## config.mk

```make
export PLATFORM = sky130hd
export DESIGN_NAME = dual_motor_voltage_to_pwm_core
export DESIGN_NICKNAME = d
export VERILOG_FILES = /design/src/hdl/dmvp_pkg.sv /design/src/hdl/dual_motor_voltage_to_pwm_core.sv /design/src/hdl/dmvp_side.sv /design/src/hdl/dmvp_div.sv
export VERILOG_INCLUDE_DIRS = /design/src /design/src/hdl
export SDC_FILE = /design/constraint.sdc
export NUM_CORES = 1
export LEC_CHECK = 0
export BUFFER_PORTS_ARGS = -buffer_cell sky130_fd_sc_hd__buf_4
export CAP_MARGIN = 30
export CORE_MARGIN = 4
export CORE_UTILIZATION = 50
export CTS_BUF_LIST = sky130_fd_sc_hd__clkbuf_4 sky130_fd_sc_hd__clkbuf_8 sky130_fd_sc_hd__clkbuf_16
export DETAILED_ROUTE_END_ITERATION = 10
export GPL_ROUTABILITY_DRIVEN = 0
export PLACE_DENSITY = 0.65
export SYNTH_ARGS = -nofsm -noshare
export SYNTH_HDL_FRONTEND = slang
export SYNTH_SLANG_ARGS = --single-unit
```

## constraint.sdc

```tcl
create_clock -name clk -period 17.5 [get_ports clk]
set_input_delay 1.75 -clock clk [delete_from_list [all_inputs] [get_ports clk]]
set_output_delay 1.75 -clock clk [all_outputs]
set_load 0.02 [all_outputs]
```

## src/hdl/dual_motor_voltage_to_pwm_core_defines.svh

```systemverilog
// ----------------------------------------------------------------------------
// Dual motor voltage to PWM core - assertion macros
// Concurrent checks clocked on clk and held off while arst_n is low.
// ----------------------------------------------------------------------------
`ifndef DUAL_MOTOR_VOLTAGE_TO_PWM_CORE_DEFINES_SVH
`define DUAL_MOTOR_VOLTAGE_TO_PWM_CORE_DEFINES_SVH

`ifndef SYNTHESIS
// check a property on every clock edge outside reset
`define DMVP_ASSERT(lbl, prop) \
	lbl: assert property (@(posedge clk) disable iff (!arst_n) (prop)) \
		else $error("dmvp assertion failed");
// same-cycle implication
`define DMVP_ASSERT_IMP(lbl, ante, cons) \
	`DMVP_ASSERT(lbl, (ante) |-> (cons))
// next-cycle implication
`define DMVP_ASSERT_NEXT(lbl, ante, cons) \
	`DMVP_ASSERT(lbl, (ante) |=> (cons))
`else
`define DMVP_ASSERT(lbl, prop)
`define DMVP_ASSERT_IMP(lbl, ante, cons)
`define DMVP_ASSERT_NEXT(lbl, ante, cons)
`endif

`endif

```

## src/hdl/dmvp_pkg.sv

```systemverilog
// ----------------------------------------------------------------------------
// Dual motor voltage to PWM - shared package
// Widths, register indexes, reset values and the per-side decision record.
// ----------------------------------------------------------------------------
`default_nettype none

package dmvp_pkg;

	localparam int CMD_W  = 16;
	localparam int MV_W   = 15;
	localparam int DUTY_W = 16;
	localparam int COMP_W = 18;   // compensated command, never wraps
	localparam int PROD_W = DUTY_W + MV_W;

	localparam logic [DUTY_W-1:0] DUTY_MAX = '1;

	localparam logic [MV_W-1:0]   DEADBAND_RST = 15'd0;
	localparam logic [MV_W-1:0]   BIAS_RST     = 15'd0;
	localparam logic [MV_W-1:0]   SAT_RST      = 15'd12000;
	localparam logic [DUTY_W-1:0] PERIOD_RST   = 16'd7000;

	typedef enum logic [2:0] {
		REG_DEADBAND     = 3'd0,
		REG_RIGHT_BIAS   = 3'd1,
		REG_SATURATION   = 3'd2,
		REG_LEFT_PERIOD  = 3'd3,
		REG_RIGHT_PERIOD = 3'd4
	} cfg_reg_t;

	// outcome of compensation and range test for one motor
	typedef struct packed {
		logic            drive;   // duty from the divider
		logic            rev;
		logic            clear;   // dead zone at a final point
		logic [MV_W-1:0] mag;
	} side_dec_t;

endpackage

`default_nettype wire

```

## src/hdl/dual_motor_voltage_to_pwm_core.sv

```systemverilog
// ----------------------------------------------------------------------------
// Dual motor voltage to PWM core
// Converts left/right millivolt commands into PWM duty counts and directions.
// ----------------------------------------------------------------------------
// Usage:
//   One command beat on s_* (two signed commands, battery reading, final-point
//   flag in s_tuser) gives one result beat on m_* (both duties, both
//   directions, battery fault). s_tready is high only while the core is idle.
//   Each driving side runs period*magnitude/battery on one shared unit:
//   a registered multiply, one overflow check, then sixteen divide steps, one
//   quotient bit per cycle. A side in the dead zone skips the unit.
//   A saturated quotient skips its sixteen divide steps. m_tvalid and
//   s_tready rise together when a result is pushed, and no new command is
//   taken until the last one has been pushed.
//   A finished result sits in an output register; if the receiver stalls,
//   the next command may be taken, but its result waits until the register
//   frees. Configuration writes via cfg_we/cfg_addr/cfg_wdata while idle.
//   Reset clears held duties and directions, restores register defaults and
//   leaves no result pending.
// ----------------------------------------------------------------------------
`default_nettype none

`include "dual_motor_voltage_to_pwm_core_defines.svh"

module dual_motor_voltage_to_pwm_core (
	input  wire logic        clk,
	input  wire logic        arst_n,
	input  wire logic        cfg_we,
	input  wire logic [2:0]  cfg_addr,
	input  wire logic [15:0] cfg_wdata,
	input  wire logic        s_tvalid,
	output logic             s_tready,
	// left_cmd_mv[15:0], right_cmd_mv[31:16], battery_mv[47:32]
	input  wire logic [47:0] s_tdata,
	// final_point[0]
	input  wire logic        s_tuser,
	output logic             m_tvalid,
	input  wire logic        m_tready,
	// left_duty[15:0], left_reverse[16], right_duty[32:17], right_reverse[33],
	// battery_fault[34], zero[39:35]
	output logic [39:0]      m_tdata
);

	typedef enum logic [5:0] {
		S_IDLE   = 6'b000001,
		S_LSTART = 6'b000010,
		S_LWAIT  = 6'b000100,
		S_RSTART = 6'b001000,
		S_RWAIT  = 6'b010000,
		S_PUSH   = 6'b100000
	} seq_state_t;

	seq_state_t state_q;

	logic        [dmvp_pkg::MV_W-1:0]   deadband_q;
	logic signed [dmvp_pkg::MV_W-1:0]   bias_q;
	logic        [dmvp_pkg::MV_W-1:0]   sat_q;
	logic        [dmvp_pkg::DUTY_W-1:0] left_period_q;
	logic        [dmvp_pkg::DUTY_W-1:0] right_period_q;

	logic signed [dmvp_pkg::CMD_W-1:0]  lcmd_q;
	logic signed [dmvp_pkg::CMD_W-1:0]  rcmd_q;
	logic        [dmvp_pkg::DUTY_W-1:0] bat_q;
	logic                               fin_q;

	logic [dmvp_pkg::DUTY_W-1:0] left_duty_q;
	logic                        left_dir_q;
	logic [dmvp_pkg::DUTY_W-1:0] right_duty_q;
	logic                        right_dir_q;
	logic [dmvp_pkg::DUTY_W-1:0] lq_q;
	logic [dmvp_pkg::DUTY_W-1:0] rq_q;

	logic        m_valid_q;
	logic [34:0] out_q;

	dmvp_pkg::side_dec_t l_dec;
	dmvp_pkg::side_dec_t r_dec;

	logic                        div_start;
	logic                        div_done;
	logic [dmvp_pkg::DUTY_W-1:0] div_quot;
	logic [dmvp_pkg::DUTY_W-1:0] div_period;
	logic [dmvp_pkg::MV_W-1:0]   div_mag;
	logic                        push;

	logic [dmvp_pkg::DUTY_W-1:0] l_duty_nx;
	logic                        l_dir_nx;
	logic [dmvp_pkg::DUTY_W-1:0] r_duty_nx;
	logic                        r_dir_nx;

	// configuration registers
	always_ff @(posedge clk or negedge arst_n) begin
		if (!arst_n) begin
			deadband_q     <= dmvp_pkg::DEADBAND_RST;
			bias_q         <= dmvp_pkg::BIAS_RST;
			sat_q          <= dmvp_pkg::SAT_RST;
			left_period_q  <= dmvp_pkg::PERIOD_RST;
			right_period_q <= dmvp_pkg::PERIOD_RST;
		end else if (cfg_we) begin
			case (dmvp_pkg::cfg_reg_t'(cfg_addr))
				dmvp_pkg::REG_DEADBAND:     deadband_q     <= cfg_wdata[dmvp_pkg::MV_W-1:0];
				dmvp_pkg::REG_RIGHT_BIAS:   bias_q         <= cfg_wdata[dmvp_pkg::MV_W-1:0];
				dmvp_pkg::REG_SATURATION:   sat_q          <= cfg_wdata[dmvp_pkg::MV_W-1:0];
				dmvp_pkg::REG_LEFT_PERIOD:  left_period_q  <= cfg_wdata;
				dmvp_pkg::REG_RIGHT_PERIOD: right_period_q <= cfg_wdata;
				default: begin
					deadband_q <= deadband_q;
				end
			endcase
		end
	end

	dmvp_side u_left (
		.cmd         (lcmd_q),
		.deadband    (deadband_q),
		.bias        ('0),
		.saturation  (sat_q),
		.final_point (fin_q),
		.dec         (l_dec)
	);

	dmvp_side u_right (
		.cmd         (rcmd_q),
		.deadband    (deadband_q),
		.bias        (bias_q),
		.saturation  (sat_q),
		.final_point (fin_q),
		.dec         (r_dec)
	);

	assign div_period = (state_q == S_RSTART) ? right_period_q : left_period_q;
	assign div_mag    = (state_q == S_RSTART) ? r_dec.mag : l_dec.mag;
	assign div_start  = ((state_q == S_LSTART) && l_dec.drive) ||
	                    ((state_q == S_RSTART) && r_dec.drive);

	dmvp_div u_div (
		.clk     (clk),
		.arst_n  (arst_n),
		.start   (div_start),
		.period  (div_period),
		.mag     (div_mag),
		.battery (bat_q),
		.done    (div_done),
		.quot    (div_quot)
	);

	assign s_tready = (state_q == S_IDLE);
	assign push     = (state_q == S_PUSH) && (!m_valid_q || m_tready);

	// a dead-zone side clears at a final point, otherwise holds
	always_comb begin
		l_duty_nx = l_dec.drive ? lq_q : (l_dec.clear ? '0 : left_duty_q);
		l_dir_nx  = l_dec.drive ? l_dec.rev : left_dir_q;
		r_duty_nx = r_dec.drive ? rq_q : (r_dec.clear ? '0 : right_duty_q);
		r_dir_nx  = r_dec.drive ? r_dec.rev : right_dir_q;
	end

	always_ff @(posedge clk or negedge arst_n) begin
		if (!arst_n) begin
			state_q      <= S_IDLE;
			left_duty_q  <= '0;
			left_dir_q   <= 1'b0;
			right_duty_q <= '0;
			right_dir_q  <= 1'b0;
			m_valid_q    <= 1'b0;
		end else begin
			if (push) begin
				m_valid_q <= 1'b1;
			end else if (m_tready) begin
				m_valid_q <= 1'b0;
			end
			case (state_q)
				S_IDLE: begin
					if (s_tvalid) begin
						state_q <= S_LSTART;
					end
				end
				S_LSTART: begin
					state_q <= l_dec.drive ? S_LWAIT : S_RSTART;
				end
				S_LWAIT: begin
					if (div_done) begin
						state_q <= S_RSTART;
					end
				end
				S_RSTART: begin
					state_q <= r_dec.drive ? S_RWAIT : S_PUSH;
				end
				S_RWAIT: begin
					if (div_done) begin
						state_q <= S_PUSH;
					end
				end
				S_PUSH: begin
					if (push) begin
						left_duty_q  <= l_duty_nx;
						left_dir_q   <= l_dir_nx;
						right_duty_q <= r_duty_nx;
						right_dir_q  <= r_dir_nx;
						state_q      <= S_IDLE;
					end
				end
				default: begin
					state_q <= S_IDLE;
				end
			endcase
		end
	end

	// payload: input capture, quotients, output beat
	always_ff @(posedge clk) begin
		if (s_tvalid && s_tready) begin
			lcmd_q <= s_tdata[15:0];
			rcmd_q <= s_tdata[31:16];
			bat_q  <= s_tdata[47:32];
			fin_q  <= s_tuser;
		end
		if ((state_q == S_LWAIT) && div_done) begin
			lq_q <= div_quot;
		end
		if ((state_q == S_RWAIT) && div_done) begin
			rq_q <= div_quot;
		end
		if (push) begin
			out_q <= {(bat_q == '0), r_dir_nx, r_duty_nx, l_dir_nx, l_duty_nx};
		end
	end

	assign m_tvalid = m_valid_q;
	assign m_tdata  = {5'b00000, out_q};

	`DMVP_ASSERT_NEXT(a_accept_starts_left, s_tvalid && s_tready, state_q == S_LSTART)
	`DMVP_ASSERT_IMP(a_done_only_waiting, div_done, state_q == S_LWAIT || state_q == S_RWAIT)
	`DMVP_ASSERT_NEXT(a_push_shows_beat, push, m_tvalid && state_q == S_IDLE)

endmodule

`default_nettype wire

```

## src/hdl/dmvp_side.sv

```systemverilog
// ----------------------------------------------------------------------------
// Dual motor voltage to PWM - side decision
// Dead-zone compensation of one command and choice of direction and magnitude.
// ----------------------------------------------------------------------------
`default_nettype none

module dmvp_side (
	input  wire logic signed [dmvp_pkg::CMD_W-1:0] cmd,
	input  wire logic        [dmvp_pkg::MV_W-1:0]  deadband,
	input  wire logic signed [dmvp_pkg::MV_W-1:0]  bias,
	input  wire logic        [dmvp_pkg::MV_W-1:0]  saturation,
	input  wire logic                              final_point,
	output dmvp_pkg::side_dec_t                    dec
);

	logic signed [dmvp_pkg::COMP_W-1:0] cmd_x;
	logic signed [dmvp_pkg::COMP_W-1:0] dz_x;
	logic signed [dmvp_pkg::COMP_W-1:0] bias_x;
	logic signed [dmvp_pkg::COMP_W-1:0] sat_x;
	logic signed [dmvp_pkg::COMP_W-1:0] v;
	logic signed [dmvp_pkg::COMP_W-1:0] v_neg;

	assign cmd_x  = {{(dmvp_pkg::COMP_W - dmvp_pkg::CMD_W){cmd[dmvp_pkg::CMD_W-1]}}, cmd};
	assign dz_x   = {{(dmvp_pkg::COMP_W - dmvp_pkg::MV_W){1'b0}}, deadband};
	assign bias_x = {{(dmvp_pkg::COMP_W - dmvp_pkg::MV_W){bias[dmvp_pkg::MV_W-1]}}, bias};
	assign sat_x  = {{(dmvp_pkg::COMP_W - dmvp_pkg::MV_W){1'b0}}, saturation};

	always_comb begin
		if (cmd > 0) begin
			v = cmd_x + dz_x + bias_x;
		end else if (cmd < 0) begin
			v = cmd_x - dz_x + bias_x;
		end else begin
			v = '0;
		end
	end

	assign v_neg = -v;

	always_comb begin
		dec = '0;
		if (v <= -sat_x) begin
			dec.drive = 1'b1;
			dec.rev   = 1'b1;
			dec.mag   = saturation;
		end else if (v >= sat_x) begin
			dec.drive = 1'b1;
			dec.mag   = saturation;
		end else if (v < -dz_x) begin
			// |v| is below saturation here, so it fits the magnitude field
			dec.drive = 1'b1;
			dec.rev   = 1'b1;
			dec.mag   = v_neg[dmvp_pkg::MV_W-1:0];
		end else if (v > dz_x) begin
			dec.drive = 1'b1;
			dec.mag   = v[dmvp_pkg::MV_W-1:0];
		end else begin
			dec.clear = final_point;
		end
	end

endmodule

`default_nettype wire

```

## src/hdl/dmvp_div.sv

```systemverilog
// ----------------------------------------------------------------------------
// Dual motor voltage to PWM - shared scaling unit
// Registered multiply, overflow test, then a 16-step restoring divide.
// ----------------------------------------------------------------------------
`default_nettype none

`include "dual_motor_voltage_to_pwm_core_defines.svh"

module dmvp_div (
	input  wire logic                          clk,
	input  wire logic                          arst_n,
	input  wire logic                          start,
	input  wire logic [dmvp_pkg::DUTY_W-1:0]   period,
	input  wire logic [dmvp_pkg::MV_W-1:0]     mag,
	input  wire logic [dmvp_pkg::DUTY_W-1:0]   battery,
	output logic                               done,
	output logic [dmvp_pkg::DUTY_W-1:0]        quot
);

	typedef enum logic [2:0] {
		D_IDLE = 3'b001,
		D_CHK  = 3'b010,
		D_RUN  = 3'b100
	} div_state_t;

	localparam logic [3:0] LAST_STEP = 4'(dmvp_pkg::DUTY_W - 1);

	div_state_t                            state_q;
	logic [dmvp_pkg::PROD_W-1:0]           prod_q;
	logic [dmvp_pkg::DUTY_W-1:0]           bat_q;
	logic [dmvp_pkg::DUTY_W-1:0]           rem_q;
	logic [dmvp_pkg::DUTY_W-1:0]           lo_q;
	logic [3:0]                            cnt_q;
	logic                                  done_q;

	logic [dmvp_pkg::DUTY_W:0]             trial;
	logic [dmvp_pkg::DUTY_W+1:0]           diff;
	logic                                  ge;
	logic [dmvp_pkg::DUTY_W-1:0]           hi_x;

	assign trial = {rem_q, lo_q[dmvp_pkg::DUTY_W-1]};
	assign diff  = {1'b0, trial} - {2'b00, bat_q};
	assign ge    = ~diff[dmvp_pkg::DUTY_W+1];
	assign hi_x  = {1'b0, prod_q[dmvp_pkg::PROD_W-1:dmvp_pkg::DUTY_W]};

	always_ff @(posedge clk or negedge arst_n) begin
		if (!arst_n) begin
			state_q <= D_IDLE;
			cnt_q   <= '0;
			done_q  <= 1'b0;
		end else begin
			done_q <= 1'b0;
			case (state_q)
				D_IDLE: begin
					if (start) begin
						state_q <= D_CHK;
					end
				end
				D_CHK: begin
					if (hi_x >= bat_q) begin
						// quotient would not fit (or divisor is zero): saturate
						state_q <= D_IDLE;
						done_q  <= 1'b1;
					end else begin
						cnt_q   <= '0;
						state_q <= D_RUN;
					end
				end
				D_RUN: begin
					cnt_q <= cnt_q + 4'd1;
					if (cnt_q == LAST_STEP) begin
						state_q <= D_IDLE;
						done_q  <= 1'b1;
					end
				end
				default: begin
					state_q <= D_IDLE;
				end
			endcase
		end
	end

	always_ff @(posedge clk) begin
		case (state_q)
			D_IDLE: begin
				if (start) begin
					prod_q <= period * mag;
					bat_q  <= battery;
				end
			end
			D_CHK: begin
				if (hi_x >= bat_q) begin
					lo_q <= dmvp_pkg::DUTY_MAX;
				end else begin
					rem_q <= hi_x;
					lo_q  <= prod_q[dmvp_pkg::DUTY_W-1:0];
				end
			end
			D_RUN: begin
				// shift dividend bits out and quotient bits in
				rem_q <= ge ? diff[dmvp_pkg::DUTY_W-1:0] : trial[dmvp_pkg::DUTY_W-1:0];
				lo_q  <= {lo_q[dmvp_pkg::DUTY_W-2:0], ge};
			end
			default: begin
				lo_q <= lo_q;
			end
		endcase
	end

	assign done = done_q;
	assign quot = lo_q;

	`DMVP_ASSERT_IMP(a_rem_below_divisor, state_q == D_RUN, rem_q < bat_q)
	`DMVP_ASSERT_IMP(a_done_returns_idle, done_q, state_q == D_IDLE)
	`DMVP_ASSERT_NEXT(a_start_to_check, start && state_q == D_IDLE, state_q == D_CHK)

endmodule

`default_nettype wire
```

# == Yosys cells after proc, flatten, opt, wreduce, memory -nomap -nowiden ==
# Cells that the tools add are included.
# op_classes
addsub,12
mul,1
order_cmp,13
n_eq_ne,21
mux,61
bitwise,1
n_reduce_logical,23
# ops
operator,n
$mux 15,9
$mux 16,8
$mux 18,4
$pmux 16 s2,2
$add 17x15->18,2
$ge 18x16->1,2
$gt 18x16->1,2
$le 18x18->1,2
$lt 18x18->1,2
$neg 15->18,2
$pmux 6 s6,1
$add 16x16->17,2
$sub 16x16->17,2
$gt 16x1->1 const B,2
$lt 16x1->1 const B,2
$mul 16x15->31,1
$mux 6,5
$neg 15->15,2
$mux 1,20
$reduce_and 2->1,9
$sub 17x16->18,1
$ge 15x16->1,1
$logic_not 16->1,1
$eq 3x2->1 const B,3
other kinds (25),45
# word_totals
ff_bits,321
in_bits,73

# == Longest topological paths before layout ==
# Gate-level depths: netlist (run 1).
# logic_depth
depth_word,13
mapped_depth,51
depth_no_buf,49

# == Modules after synthesis ==
# Synthesis (run 1) repeated with hierarchy kept, for this count alone.
# unflattened
cells_unflattened,3312
hier_area_um2,32438.6
# modules_own_cells
mod,n_inst,cells_each,area_each_um2,seq_area_each_um2
dmvp_div,1,1325,12525.8,2573.7
dual_motor_voltage_to_pwm_core,1,500,8893.5,6463.7
dmvp_side (u_left),1,749,5560.3,0.0
dmvp_side (u_right),1,738,5459.0,0.0

# == Least setup slack after synthesis (run 1) ==
# No wires, ideal clock.
# synth_timing
path_type,flip-flop to flip-flop
from,register deadband_q[1] in the netlist's numbering
to,register u_div.prod_q[29] in the netlist's numbering (data pin)
arrival_ns,10.747
setup_slack_ns,6.488
stages_incl_launch_ff,47
path_buffers,1
period_less_slack_ns,11.012
path_cell_list,dfrtp_1 inv_1 fa_1 inv_1 ha_1 inv_1 fa_1 nor2b_1 o2111a_1 nor3_1 xnor2_1 a22oi_1 inv_1 ha_1 a21o_1 a21o_1 a21o_1 a21oi_1 [11 not listed] inv_1 fa_1 fa_1 inv_1 fa_1 inv_1 ha_1 a21oi_1 o21ai_0 a21boi_0 o31ai_1 o41ai_1 nand4b_1 a31oi_1 a41oi_1 nor2b_1 o21ai_0 xor2_1
# synth_between
elab_chain_len,11
elab_cells_between_ends,31
# synth_lines
element,line,text
"start, declared",dual_motor_voltage_to_pwm_core.sv:55,logic [dmvp_pkg::MV_W-1:0] deadband_q;
"start signal, assigned",dual_motor_voltage_to_pwm_core.sv:94,deadband_q <= dmvp_pkg::DEADBAND_RST;
"start signal, assigned",dual_motor_voltage_to_pwm_core.sv:101,dmvp_pkg::REG_DEADBAND: deadband_q <= cfg_wdata[dmvp_pkg::MV_W-1:0];
"start signal, assigned",dual_motor_voltage_to_pwm_core.sv:107,deadband_q <= deadband_q;
$sub 16x16->17,dmvp_side.sv:32,v = cmd_x - dz_x + bias_x;
$add 17x15->18,dmvp_side.sv:32,
$mux 18,dmvp_side.sv:31,end else if (cmd < 0) begin
$mux 18,dmvp_side.sv:29,if (cmd > 0) begin
$gt 18x16->1,dmvp_side.sv:54,end else if (v > dz_x) begin
$mux 15,dmvp_side.sv:54,
$mux 15,dmvp_side.sv:49,end else if (v < -dz_x) begin
$mux 15,dmvp_side.sv:46,end else if (v >= sat_x) begin
$mux 15,dmvp_side.sv:42,if (v <= -sat_x) begin
$mux 15 *,dual_motor_voltage_to_pwm_core.sv:132,assign div_mag = (state_q == S_RSTART) ? r_dec.mag : l_dec.mag;
$mul 16x15->31 *,dmvp_div.sv:87,prod_q <= period * mag;
"end signal, assigned",dmvp_div.sv:87,
"end, declared",dmvp_div.sv:29,logic [dmvp_pkg::PROD_W-1:0] prod_q;
# Every way passes the cells marked *; elsewhere a longest branch is shown, timed or not.
# A chain may end at the register's enable or synchronous reset.

# == Worst setup path after layout (run 1) ==
# layout_timing
from,register deadband_q[8] in the netlist's numbering
to,register u_div.prod_q[29] in the netlist's numbering (data pin)
# Same word-level chain as after synthesis.

==> results of run 1 <==
-- worst max-delay path by stage --
| stage | from | end | slack (ps) |
|---|---|---|---|
| final | deadband_q[8] | u_div.prod_q[29] | 3910 |
| after global routing | deadband_q[2] | u_div.prod_q[29] | 2990 |
| after CTS | deadband_q[2] | u_div.prod_q[29] | 4220 |
| after detailed placement | deadband_q[2] | u_div.prod_q[29] | 4290 |
| after global placement | deadband_q[2] | u_div.prod_q[29] | 4570 |
| after floorplan | deadband_q[1] | u_div.prod_q[29] | 6490 |
-- layout make-up --
| type | count | area share, % |
|---|---|---|
| Multi-Input combinational cell | 2298 | 57.7 |
| Sequential cell | 321 | 27.5 |
| Inverter | 386 | 4.41 |
| Timing Repair Buffer | 147 | 3.54 |
| Clock buffer | 50 | 3.38 |
| Tap cell | 773 | 2.94 |
| Clock inverter | 20 | 0.552 |
-- cell usage in the layout, fill, tap and decap left out, drive strengths merged, types with 30 or more instances in the layout --
master / netlist / layout
ha: 324 / 324
clkbuf: 53 / 50
nor3: 49 / 49
xnor2: 80 / 80
nor2: 255 / 255
nand2: 305 / 305
edfxtp: 195 / 195
o21ai: 186 / 186
a21oi: 148 / 148
inv: 385 / 389
nor2b: 32 / 32
mux2: 54 / 54
buf: 37 / 147
a21o: 65 / 65
nand3: 34 / 34
nor4: 33 / 33
dfrtp: 103 / 103
nand2b: 58 / 58
mux2i: 30 / 30
nand4: 33 / 33
fa: 214 / 214
-- cell families (layout without fill, tap and decap cells) --
logic type               count (synthesis)  in the layout
AO/OA/AOI/OAI                          635            635
adder cells (fa/ha/maj)                538            538
flip-flops                             321            321
multiplexers                            84             84
XOR/XNOR                               102            102
other                                    1              5
buffers and inverters                  476            603
AND/OR/NAND/NOR                        934            934
-- stage by stage --
| step | setup WS, ps | hold slack [ps] | instance area, µm² |
|---|---|---|---|
| finish | 3910 | 452 | 32900 |
| global route | 2990 | 464 | 32900 |
| CTS | 4220 | 454 | 32900 |
| detailed placement | 4290 | 439 | 31600 |
| global placement | 4570 | 437 | 31400 |
| floorplan | 6490 | 427 | 29800 |
-- metal layers --
layer / GRT usage, % / up-vias / part of all wire, %
met3: 4.90 / 192 / 8.1
met5: 0 / - / 0
met1: 36.1 / 11600 / 43
met4: 9.55 / 0 / 4.2
li1: - / 10900 / -
met2: 40.4 / 995 / 44
==> reports/results.ini, run 1 <==
[cts]
root_buffer=clkbuf_16
post_cts_buffers=0
hold_buffers=0
worstSkewPairLatency_ps=570
clockBufferDepth=3
cts_buffers=38
htreeDepth=2
cts_resized=0
cts_tree=yes
cts.clk_slew.worst_paths_ps=60
numClockSinks=321

[grt]
grt_overflow=0
grt_first_pass_wirelength_mm=131
grt.total_usage_pct=25.8
grt_pass1_vias=23900
grt_max_degree=71
antenna_found_initial=0

[setup_path]
critPathTopFamily=compound AO/OA/AOI/OAI gates
r2r_slack_ps=3910
path_buf_inv=5
max_stage_delay_ps=710
crit_top_cell=fa_1
critical_path.slowest_cell=nor2_1
r2r_cells=42
rr_endpoint=u_div.prod_q[29]
cp.depth=42
critPathCaptureType=register
critPathKind=register to register
cp.arrival_ps=13890
reg2reg_from=deadband_q[8]
critPathMaxFanout=16
start_kind=register
worst_ep_required_time_ps=17810

[drt]
vias=23700
drt-pass1-iter-count=6
postRouteAntennaNets=0
viasPerCell=5.93
avgRoutedWirePerCell_um=20.7
totalWireLength_mm=82.7
drc=0
drtIter0Drc=2007

[cells_and_area]
multi_input_area_um2=19000
final_util_pct=55.7
nets=3803
seqCellArea_um2=9040
largest_reg_flops=35
top_regs=out_q: 35 flops, u_div.prod_q: 31 flops
n_antenna_cell=0
stdcell_count=3995
fillerInstances=5221
drive_above_1_share_pct=10.9
syn_to_final_growth_pct=10.4
top_register=out_q

[synth]
synth_common_cells=inv_1, ha_1, nand2_1
synth_ff_type=edfxtp_1
synthTopCellsByArea=edfxtp_1, fa_1, ha_1
ys_warn_count=0
syn_area_um2=29800
synth_area_per_cell_um2=9.63
synthDistinctLibCells=104
yosysSeqAreaShare_pct=30.4
yosysTopAreaCell=edfxtp_1
synth-edff-count=195
synth_compound_area_share_pct=14.0
synth_top_family_by_area=adder cells
synth_top_cell_area_share_pct=19.7
synth_mux_area_share_pct=3.05
synth-simple-area-share_pct=15.4
yosys.area_share.adder_pct=28.0
ys_ff_latch=321
yosys.area_share.xor_xnor_pct=3.00
synthArstFlopShare_pct=39.3
yosys.cell_count.top_type=inv_1
syn_inst=3091

[run]
maxCapViolCount=0

[floorplan]
core_um2=59000
rows=89
die_y_um=252
io_pins=115
initial_core_util_pct=50.4
die_area_um2=63500
fp.dieW_um=252

[timing]
post-route-min-period_ps=13590
fin_crit_sh_pct=77.6
report.final.slew_viol_count=0
setup-tns-final_ps=0
max_freq_mhz=73.6
worst_slew_pin_slew_ps=989
hold_viol_final=0
setup_violations=0
finClkSkew_ps=20.9
rsz0062_at_grt=false
relSlewSlack_pct=32.2

[min_path]
hp-class=register to register
hold_depth=0
hold_path_end=u_div.bat_q[9]
hp-start=bat_q[9]

[place]
hpwl_mm=65.1
io_buffers=109
place_inst=3924

[run_status]
status=complete, no violations

Power of run 1 is not shown: default switching activity piles up to over one toggle a cycle in this logic, so the estimate is an artifact.
==> run 2, diff against run 1 <==
- clock period: 17.5 -> 13.1 ns (I/O delays scaled with it)
==> run 2 against run 1 <==
  * Via count rose by 0.85%
  * First-iteration DRC count barely moved
  * Core utilization rose by 0.53 points
  * Wire length fell by 0.52%
  * Global-route usage barely moved
  * Sequential share of layout area fell by 0.25 points
  * Clock-buffer cell count rose by 4
  * Critical path depth rose by 5
  * Final area rose by 0.96%
==> reports/results.ini, run 2 (synthesis results as in run 1) <==
[cts]
cts_tree=yes
hold_buffers=0
root_buffer=clkbuf_16
cts_buffers=38
htreeDepth=2
cts.clk_slew.worst_paths_ps=60
clockBufferDepth=3
numClockSinks=321
worstSkewPairLatency_ps=560

[timing]
worst_slew_pin_slew_ps=986
setup_violations=0
report.final.slew_viol_count=0
max_freq_mhz=80.6
hold_viol_final=0
fin_crit_sh_pct=94.7
fin_ws_ps=696
setup-tns-final_ps=0
post-route-min-period_ps=12400
finClkSkew_ps=13.4
relSlewSlack_pct=32.4

[setup_path]
critical_path.slowest_cell=fa_1
worst_ep_required_time_ps=13390
max_stage_delay_ps=560
critPathCaptureType=register
cp.arrival_ps=12690
r2r_slack_ps=700
critPathKind=register to register
crit_top_cell=fa_1
reg2reg_from=deadband_q[1]
start_kind=register
critPathMaxFanout=10
critPathLaunch=deadband_q[1]

[run]
maxCapViolCount=0

[floorplan]
io_pins=115
initial_core_util_pct=50.4
die_area_um2=63500
core_um2=59000
die_y_um=252
rows=89
fp.dieW_um=252

[grt]
grt_max_degree=66
grt_overflow=0
antenna_found_initial=2
grt_pass1_vias=24000
grt.total_usage_pct=25.8
grt_first_pass_wirelength_mm=131

[drt]
viasPerCell=5.94
drc=0
totalWireLength_mm=82.3
drtIter0Drc=2005
vias=23900
avgRoutedWirePerCell_um=20.5
postRouteAntennaNets=0
drt-pass1-iter-count=6

[min_path]
hp-class=register to register
hp-start=bat_q[1]

[cells_and_area]
most-common-layout-cells=inv_1, ha_1, nand2_1, nor2_1, fa_1
syn_to_final_growth_pct=11.5
final_cell_area_um2=33200
top_regs=out_q: 35 flops, u_div.prod_q: 31 flops
final_common_cell=inv_1
largest_reg_flops=35
nets=3827
drive_above_1_share_pct=12.1
top_register=out_q

[place]
placed_cell_area_um2=31700
place_ws_ps=311
io_buffers=109
hpwl_mm=65.9

[run_status]
status=complete, no violations

run 2: cell count changes in the layout (fill, tap and decap cells not counted), sizes merged:
cell / delta
buf: +24
inv: -3
clkinvlp: -1
clkinv: -2
clkbuf: +4
diode: +1
bufinv: +1
run 2: final timing paths:
kind	endpoint	cells after the start
hold / removal	u_div.bat_q[1]	0
setup / recovery	u_div.prod_q[29]	47
min in group asynchronous	bias_q[5]	1
max in group asynchronous	u_div.done	2
hold reg to reg	u_div.bat_q[1]	0
setup reg to reg	u_div.prod_q[29]	47
run 2: cell type report:
class	instances	area [µm²]
fill	5110	25800
clock inverter	15	185
sequential	321	9040
timing repair buffer	171	1320
multi-input combinational	2298	19100
inverter	386	1450
antenna	1	2.50
tap	773	967
clock buffer	54	1140
run 2: layer usage:
metal | vias to the layer above | routed length (µm) | GRT usage, %
met5 | - | 16 | 0
met4 | 2 | 3920 | 10.6
met3 | 219 | 7680 | 5.73
met2 | 1107 | 35900 | 39.7
met1 | 11600 | 34700 | 35.7
li1 | 11000 | - | -
run 2: repair_timing:
| action | CTS | global route |
|---|---|---|
| endpoints found under the hold margin | 0 | 0 |
| setup buffers | 0 | 3 |
| setup endpoints to repair | 0 | 9 |
| gates resized for setup | 0 | 26 |
run 2: per-stage QoR:
step | hold WS [ps] | utilization, % | std cells
2_1_floorplan | 427 | - | 3095
3_3_place_gp | 437 | 53.5 | 3935
3_5_place_dp | 437 | 53.7 | 3944
4_1_cts | 449 | 55.9 | 4013
5_1_grt | 458 | 56.2 | 4018
6_report | 445 | 56.2 | 4019
run 2: worst max-delay path: cells and delay by family (launching register included):
family / cells / cell delay, ps
DFF: 1 / 470
AOI/OAI and AO/OA: 17 / 3870
buffers and inverters: 10 / 1210
adders and majority gates: 11 / 4990
muxes: 1 / 160
xor gates and xnor gates: 1 / 160
and+or+nand+nor: 7 / 1250
Power of run 2 is left out for the same reason.
